$ cat config.mk
export PLATFORM = sky130hd
export DESIGN_NAME = signed_integer_to_decimal_ascii_unit_flat
export DESIGN_NICKNAME = d
export VERILOG_FILES = /design/src/hdl/sitda_pkg.sv /design/src/hdl/sitda_if.sv /design/src/hdl/signed_integer_to_decimal_ascii_unit.sv /design/src/hdl/sitda_ctrl.sv /design/src/hdl/sitda_dp.sv /design/src/flat_wrapper.sv
export SDC_FILE = /design/constraint.sdc
export NUM_CORES = 1
export LEC_CHECK = 0
export CAP_MARGIN = 20
export CORE_MARGIN = 3
export CORE_UTILIZATION = 65
export DETAILED_ROUTE_END_ITERATION = 10
export DONT_BUFFER_PORTS = 1
export GPL_ROUTABILITY_DRIVEN = 0
export PLACE_DENSITY = 0.92
export SLEW_MARGIN = 20
export SYNTH_ARGS = -nofsm -noshare
export SYNTH_HDL_FRONTEND = slang
export SYNTH_HIERARCHICAL = 1
export SYNTH_SLANG_ARGS = --single-unit
$ cat constraint.sdc
create_clock -name clk -period 3.6 [get_ports clk]
set_input_delay 0.36 -clock clk [delete_from_list [all_inputs] [get_ports clk]]
set_output_delay 0.36 -clock clk [all_outputs]
set_load 0.03 [all_outputs]
$ cat src/hdl/sitda_pkg.sv
// ----------------------------------------------------------------------------
// sitda_pkg
// widths, character codes and controller/datapath bundles of the converter
// ----------------------------------------------------------------------------
`default_nettype none

package sitda_pkg;

	localparam int VALUE_WIDTH = 64;

	// number of decimal digits of the largest magnitude, 2^(width-1)
	function automatic int digits_for(input int width);
		longint unsigned m;
		int n;
		m = 64'd1 << (width - 1);
		n = 0;
		while (m != 64'd0) begin
			n = n + 1;
			m = m / 10;
		end
		return n;
	endfunction

	localparam int DIGIT_COUNT = digits_for(VALUE_WIDTH);
	localparam int BCD_W       = 4 * DIGIT_COUNT;
	localparam int STEP_W      = $clog2(VALUE_WIDTH);
	localparam int LEN_W       = $clog2(DIGIT_COUNT + 1);

	localparam logic [7:0] CHAR_ZERO  = 8'h30;
	localparam logic [7:0] CHAR_NINE  = 8'h39;
	localparam logic [7:0] CHAR_MINUS = 8'h2D;

	typedef struct packed {
		logic load;
		logic dabble;
		logic trim;
		logic put_sign;
		logic put_digit;
	} sitda_cmd_t;

	typedef struct packed {
		logic conv_done;
		logic trim_more;
		logic neg;
		logic out_free;
		logic last_digit;
	} sitda_status_t;

endpackage

`default_nettype wire

$ cat src/hdl/sitda_if.sv
// ----------------------------------------------------------------------------
// sitda channel interfaces
// valid/ready channels for the input number and the output characters
// ----------------------------------------------------------------------------
`default_nettype none

interface sitda_in_if;
	logic        valid;
	logic        ready;
	logic [63:0] value;

	modport source (output valid, output value, input ready);
	modport sink   (input valid, input value, output ready);
endinterface

interface sitda_out_if;
	logic       valid;
	logic       ready;
	logic [7:0] character;
	logic       last;

	modport source (output valid, output character, output last, input ready);
	modport sink   (input valid, input character, input last, output ready);
endinterface

`default_nettype wire

$ cat src/hdl/signed_integer_to_decimal_ascii_unit.sv
// ----------------------------------------------------------------------------
// signed_integer_to_decimal_ascii_unit
// signed binary number in, its decimal ascii text out, one character per beat
// ----------------------------------------------------------------------------
// Takes one signed 64-bit number per input beat and sends its decimal text,
// most significant character first, one ASCII character per output beat,
// with last set on the final character. Negative numbers start with '-',
// the most negative value converts exactly, zero gives a single '0' and
// there are no leading zeros; 1 to 20 characters per number. The number is
// converted by a 64-step shift-and-add-3 loop into a 19-digit BCD register,
// then leading zero digits are dropped one per cycle, then the characters
// leave through a single output register at one per cycle while the output
// is not stalled. The input is taken only between numbers; the last character
// of one number may still wait in the output register while the next
// number is accepted and converted. No state is kept between numbers and
// reset only clears the controller, the step and length counters and the
// output valid.
// ----------------------------------------------------------------------------
`default_nettype none

module signed_integer_to_decimal_ascii_unit (
	input  wire logic   clk,
	input  wire logic   arst_n,
	sitda_in_if.sink    number,
	sitda_out_if.source text
);
	import sitda_pkg::*;

	// command and status between sequencer and datapath
	sitda_cmd_t    cmd;
	sitda_status_t status;

	// sequencer: owns the input handshake
	sitda_ctrl u_ctrl (
		.clk      (clk),
		.arst_n   (arst_n),
		.in_valid (number.valid),
		.in_ready (number.ready),
		.cmd      (cmd),
		.status   (status)
	);

	// datapath: conversion registers and the output register
	sitda_dp u_dp (
		.clk           (clk),
		.arst_n        (arst_n),
		.value         (number.value),
		.cmd           (cmd),
		.status        (status),
		.out_ready     (text.ready),
		.out_valid     (text.valid),
		.out_character (text.character),
		.out_last      (text.last)
	);

endmodule

`default_nettype wire

$ cat src/hdl/sitda_ctrl.sv
// ----------------------------------------------------------------------------
// sitda_ctrl
// sequencer: load, shift-and-add-3 steps, zero trim, sign and digit output
// ----------------------------------------------------------------------------
`default_nettype none

module sitda_ctrl (
	input  wire logic                    clk,
	input  wire logic                    arst_n,
	input  wire logic                    in_valid,
	output logic                         in_ready,
	output sitda_pkg::sitda_cmd_t        cmd,
	input  wire sitda_pkg::sitda_status_t status
);
	import sitda_pkg::*;

	localparam logic [2:0] S_IDLE = 3'd0;
	localparam logic [2:0] S_CONV = 3'd1;
	localparam logic [2:0] S_TRIM = 3'd2;
	localparam logic [2:0] S_SIGN = 3'd3;
	localparam logic [2:0] S_EMIT = 3'd4;

	logic [2:0] state_q;
	logic [2:0] state_d;

	always_comb begin
		state_d  = state_q;
		in_ready = 1'b0;
		cmd      = '0;
		case (state_q)
			S_IDLE: begin
				in_ready = 1'b1;
				if (in_valid) begin
					cmd.load = 1'b1;
					state_d  = S_CONV;
				end
			end
			S_CONV: begin
				cmd.dabble = 1'b1;
				if (status.conv_done) begin
					state_d = S_TRIM;
				end
			end
			S_TRIM: begin
				if (status.trim_more) begin
					cmd.trim = 1'b1;
				end else begin
					state_d = status.neg ? S_SIGN : S_EMIT;
				end
			end
			S_SIGN: begin
				if (status.out_free) begin
					cmd.put_sign = 1'b1;
					state_d      = S_EMIT;
				end
			end
			S_EMIT: begin
				if (status.out_free) begin
					cmd.put_digit = 1'b1;
					if (status.last_digit) begin
						state_d = S_IDLE;
					end
				end
			end
			default: begin
				state_d = S_IDLE;
			end
		endcase
	end

	always_ff @(posedge clk or negedge arst_n) begin
		if (!arst_n) begin
			state_q <= S_IDLE;
		end else begin
			state_q <= state_d;
		end
	end

endmodule

`default_nettype wire

$ cat src/hdl/sitda_dp.sv
// ----------------------------------------------------------------------------
// sitda_dp
// magnitude shifter, bcd register, digit counter and output register
// ----------------------------------------------------------------------------
`default_nettype none

module sitda_dp (
	input  wire logic                  clk,
	input  wire logic                  arst_n,
	input  wire logic [63:0]           value,
	input  wire sitda_pkg::sitda_cmd_t cmd,
	output sitda_pkg::sitda_status_t   status,
	input  wire logic                  out_ready,
	output logic                       out_valid,
	output logic [7:0]                 out_character,
	output logic                       out_last
);
	import sitda_pkg::*;

	logic [VALUE_WIDTH-1:0] v_in;
	logic [VALUE_WIDTH-1:0] mag_in;
	logic [VALUE_WIDTH-1:0] bin_q;
	logic [BCD_W-1:0]       bcd_q;
	logic [BCD_W-1:0]       bcd_adj;
	logic [3:0]             top_digit;
	logic [STEP_W-1:0]      step_q;
	logic [LEN_W-1:0]       len_q;
	logic                   neg_q;
	logic                   out_valid_q;
	logic [7:0]             out_char_q;
	logic                   out_last_q;

	assign v_in      = value[VALUE_WIDTH-1:0];
	assign mag_in    = v_in[VALUE_WIDTH-1] ? (~v_in + 1'b1) : v_in;
	assign top_digit = bcd_q[BCD_W-1 -: 4];

	// add 3 to every digit of five or more ahead of the shift
	always_comb begin
		for (int i = 0; i < DIGIT_COUNT; i++) begin
			bcd_adj[4*i +: 4] = (bcd_q[4*i +: 4] >= 4'd5) ? (bcd_q[4*i +: 4] + 4'd3)
				: bcd_q[4*i +: 4];
		end
	end

	always_comb begin
		status            = '0;
		status.conv_done  = (step_q == STEP_W'(VALUE_WIDTH - 1));
		status.trim_more  = (top_digit == 4'd0) && (len_q != LEN_W'(1));
		status.neg        = neg_q;
		status.out_free   = !out_valid_q || out_ready;
		status.last_digit = (len_q == LEN_W'(1));
	end

	always_ff @(posedge clk) begin
		if (cmd.load) begin
			bin_q <= mag_in;
			bcd_q <= '0;
			neg_q <= v_in[VALUE_WIDTH-1];
		end else if (cmd.dabble) begin
			bin_q <= {bin_q[VALUE_WIDTH-2:0], 1'b0};
			bcd_q <= {bcd_adj[BCD_W-2:0], bin_q[VALUE_WIDTH-1]};
		end else if (cmd.trim || cmd.put_digit) begin
			bcd_q <= {bcd_q[BCD_W-5:0], 4'd0};
		end
		if (cmd.put_sign) begin
			out_char_q <= CHAR_MINUS;
			out_last_q <= 1'b0;
		end else if (cmd.put_digit) begin
			out_char_q <= CHAR_ZERO + {4'd0, top_digit};
			out_last_q <= status.last_digit;
		end
	end

	always_ff @(posedge clk or negedge arst_n) begin
		if (!arst_n) begin
			step_q      <= '0;
			len_q       <= '0;
			out_valid_q <= 1'b0;
		end else begin
			if (cmd.load) begin
				step_q <= '0;
				len_q  <= LEN_W'(DIGIT_COUNT);
			end else begin
				if (cmd.dabble) begin
					step_q <= step_q + 1'b1;
				end
				if (cmd.trim || cmd.put_digit) begin
					len_q <= len_q - 1'b1;
				end
			end
			if (cmd.put_sign || cmd.put_digit) begin
				out_valid_q <= 1'b1;
			end else if (out_ready) begin
				out_valid_q <= 1'b0;
			end
		end
	end

	assign out_valid     = out_valid_q;
	assign out_character = out_char_q;
	assign out_last      = out_last_q;

endmodule

`default_nettype wire

$ cat src/flat_wrapper.sv
// flat-port wrapper written by rule: the top's interface ports become plain ports
module signed_integer_to_decimal_ascii_unit_flat import sitda_pkg::*;
  (clk, arst_n, number_valid, number_value, number_ready, text_valid, text_character, text_last, text_ready);
  sitda_in_if number_i ();
  sitda_out_if text_i ();
  input  wire logic clk;
  input  wire logic arst_n;
  input wire logic [$bits(number_i.valid)-1:0] number_valid;
  input wire logic [$bits(number_i.value)-1:0] number_value;
  output wire logic [$bits(number_i.ready)-1:0] number_ready;
  output wire logic [$bits(text_i.valid)-1:0] text_valid;
  output wire logic [$bits(text_i.character)-1:0] text_character;
  output wire logic [$bits(text_i.last)-1:0] text_last;
  input wire logic [$bits(text_i.ready)-1:0] text_ready;
  assign number_i.valid = number_valid;
  assign number_i.value = number_value;
  assign number_ready = number_i.ready;
  assign text_valid = text_i.valid;
  assign text_character = text_i.character;
  assign text_last = text_i.last;
  assign text_i.ready = text_ready;
  signed_integer_to_decimal_ascii_unit u_core (.clk(clk), .arst_n(arst_n), .number(number_i), .text(text_i));
endmodule
==> results.sh <==
export IMPL_via_count=9875
export IMPL_worst_pin_slew_ps=753
export IMPL_synth_enable_flop_cells=65
export IMPL_vias_per_cell=6.72
export IMPL_dp_cells=1436
export IMPL_remaining_drc_errors=0
export IMPL_whs_endpoint="u_core/u_dp/neg_q"
export IMPL_clockRootBuffer="clkbuf_16"
export IMPL_final_cell_mix="nor2_1, a21oi_1, nand2_1"
export IMPL_async_flop_share=0.0926
export IMPL_drive_gt1_frac=0.0622
export IMPL_dpl_hpwl_um=16900
export IMPL_synth_distinct_cells=68
export IMPL_fmax_ghz=0.335
export IMPL_htree_num_levels=4
export IMPL_grt_use_total=0.301
export IMPL_grt_max_degree=143
export IMPL_fin_cells=1470
export IMPL_seq_area_frac_synth=0.374
export IMPL_cpMostUsedCell="nor4b_1"
export IMPL_wl_per_cell_um=18.3
export IMPL_cts_tree="done"
export IMPL_design_core_area_um2=15900
export IMPL_start_util=0.665
export IMPL_power_frac_seq=0.375
export IMPL_p_int_uw=5950
export IMPL_netlist_instances=1288
export IMPL_drtIter0Drc=1105
export IMPL_rsz0062_at_grt="false"
export IMPL_cp_max_fo=30
export IMPL_tns_ps=0
export IMPL_crit_type="reg -> reg"
export IMPL_grt_pass1_vias=9263
export IMPL_endpoint_kind="flop"
export IMPL_vdd_drop_max_v=0.000600
export IMPL_ys_warn_count=6
export IMPL_die_y_um=134
export IMPL_finClkSkew_ps=7.00
export IMPL_period_share=0.829
export IMPL_dieArea_um2=17900
export IMPL_rows=46
export IMPL_post_dp_cell_area_um2=10700
export IMPL_final_common_cell="nor2_1"
export IMPL_finalHoldViolCount=0
export IMPL_arrival_ps=3310
export IMPL_wl_um=26900
export IMPL_required_ps=3930
export IMPL_status="finished, final reports clean"
export IMPL_cts_resized=0
export IMPL_clock_sinks=162
export IMPL_crit_slowest_cell="nor4b_1"
export IMPL_diodes=0
export IMPL_rr_endpoint="u_core/u_dp/bcd_q[72]"
export IMPL_p_leak_uw=0.00419
export IMPL_ant_nets=0
export IMPL_power_density_nw_per_um2=861
export IMPL_area_growth_pct=7.60
export IMPL_portBuffers=0
export IMPL_fin_nets=1351
export IMPL_max_cap_violations=0
export IMPL_final_core_util=0.716
export IMPL_hold_start="number_value[63]"
export IMPL_fin_crit_ps=2980
export IMPL_clkPwrFrac=0.207
export IMPL_maxSlewViolCount=0
export IMPL_die_width_um=134
export IMPL_reg2reg_from="u_core/u_dp/len_q[1]"
export IMPL_overflow=0
export IMPL_worstHoldPathCells=0
export IMPL_dr_pass1_iters=5
export IMPL_synth_main_ff_cell="dfxtp_1"
export IMPL_p_sw_frac=0.395
export IMPL_clk_pin_slew_worst_paths_ps=70
export IMPL_cp_start_kind="flop"
export IMPL_clock_latency_ps=430
export IMPL_ios=79
export IMPL_finalSetupViolCount=0
export IMPL_syn_area_um2=10600
export IMPL_maxSlewHeadroom=0.494
export IMPL_rr_worst_depth=11
export IMPL_p_sw_uw=3880
export IMPL_grt_pass1_wl_um=44700
export IMPL_n_fill_cell=1163
export IMPL_min_delay_path_class="in -> reg"
export IMPL_fin_area_um2=11400
export IMPL_cp_cell_sequence="inv_1, ha_1, nor4b_1, nor4b_1, and4bb_2, nor2_4, buf_4, nand2_1, o21ai_0, nor2_1, a211oi_1"
export IMPL_slowest_delay_ps=520
export IMPL_ys_ff_latch=162
export IMPL_ff2ff_setup_slack_ps=620
export IMPL_hold_slack_ps=38.0
export IMPL_clockBufferDepth=2
export IMPL_cts_buffers=17
export IMPL_combPwrFrac=0.418
export IMPL_syn_avg_cell_area_um2=8.24
export IMPL_antenna_found_initial=0
==> through the flow <==
step	power (uW)	setup slack (ps)
floorplan	6750	212
global placement	7390	936
detailed placement	7660	802
CTS	9770	721
global route	10600	286
finish	9830	617
==> per-layer routing <==
layer	vias to the layer above	GRT usage	part of all wire
met5	-	0	0
met3	108	0.0778	0.086
met4	0	0.136	0.036
li1	4653	-	-
met1	4587	0.367	0.39
met2	527	0.503	0.49
==> cells in the mapped netlist, drive strengths merged (3+ instances only) <==
library cell	instances	area share
a21oi	120	0.057
o31ai	9	0.0064
o311ai	3	0.0025
nand3	25	0.012
a311oi	5	0.0041
ha	42	0.050
nand4	18	0.011
o211ai	5	0.0035
and3	7	0.0041
nor3b	19	0.013
dfrtp	15	0.035
a21o	3	0.0021
a32oi	18	0.015
edfxtp	65	0.18
xor2	30	0.025
a221oi	5	0.0041
nand2b	25	0.015
o41ai	5	0.0041
a211oi	71	0.050
and2	20	0.012
a2111o	3	0.0032
nand2	94	0.033
or4	18	0.013
clkbuf	73	0.026
nor2b	3	0.0018
nor2	152	0.054
inv	52	0.018
nor4b	4	0.0033
mux2i	11	0.010
nor3	48	0.023
a211o	11	0.0091
o21ai	90	0.042
o2111ai	4	0.0033
nand4b	3	0.0039
nor4	26	0.021
a31oi	4	0.0024
or3	23	0.014
xnor2	27	0.022
buf	16	0.0074
dfxtp	82	0.15
or2	8	0.0047
==> cells by family (layout without fill, tap and decap cells) <==
logic type / count (synthesis) / count (layout) / share of synthesized area
other cells: 2 / 3 / 0.000708
mux: 12 / 12 / 0.0114
fa+ha+maj: 42 / 42 / 0.0495
compound gates: 374 / 374 / 0.224
simple gates: 498 / 498 / 0.241
flops: 162 / 162 / 0.374
buf+inv: 141 / 106 / 0.0517
xor+xnor: 57 / 57 / 0.0471
==> what timing repair did <==
action | in CTS | in global routing
hold buffers | 1 | 0
hold endpoints to repair | 15 | 0
buffers inserted | 0 | 0
==> flip-flops by register name, summed over array words and instances (netlist names) <==
name,cells
u_core/u_dp/bcd_q,76
u_core/u_ctrl/state_q,3
u_core/u_dp/out_valid,1
u_core/u_dp/out_last,1
u_core/u_dp/out_character,5
u_core/u_dp/neg_q,1
u_core/u_dp/step_q,6
u_core/u_dp/bin_q,64
u_core/u_dp/len_q,5
==> worst max path at each step <==
stage                                        start                     to  slack [ps]  cells past startpoint
after floorplan           u_core/u_ctrl/state_q[1]   u_core/u_dp/bin_q[0]         210                      8
after global placement        u_core/u_dp/len_q[1]  u_core/u_dp/bcd_q[12]         940                     11
after detailed placement      u_core/u_dp/len_q[1]  u_core/u_dp/bcd_q[68]         800                     11
after CTS                     u_core/u_dp/len_q[1]  u_core/u_dp/bcd_q[65]         720                     11
after global routing          u_core/u_dp/len_q[1]  u_core/u_dp/bcd_q[72]         290                     11
final                         u_core/u_dp/len_q[1]  u_core/u_dp/bcd_q[72]         620                     11
==> cell type report <==
cell class                 count  area, um^2  share of cell area
clock inverter                15         229              0.0201
timing repair buffer          22         213              0.0186
clock buffer                  17         425              0.0373
tap                          216         270              0.0237
sequential                   162        3970               0.348
multi-input combinational    986        6110               0.536
inverter                      52         195              0.0171
==> power by group through the flow <==
stage	combinational, uW	sequential (uW)	clock [uW]
detailed placement	3980	3680	0
finish	4110	3690	2030
global route	4660	3790	2120
global placement	3750	3640	0
CTS	4070	3660	2040
floorplan	3270	3480	0
==> worst max-delay path: cells and delay by family (launching register included) <==
kind / cells / cell delay, ps
and+or+nand+nor: 6 / 1480
buffers and inverters: 2 / 460
DFF: 1 / 410
AOI/OAI and AO/OA: 2 / 370
adders and majority gates: 1 / 140
Power figures use the tool's default switching activity.
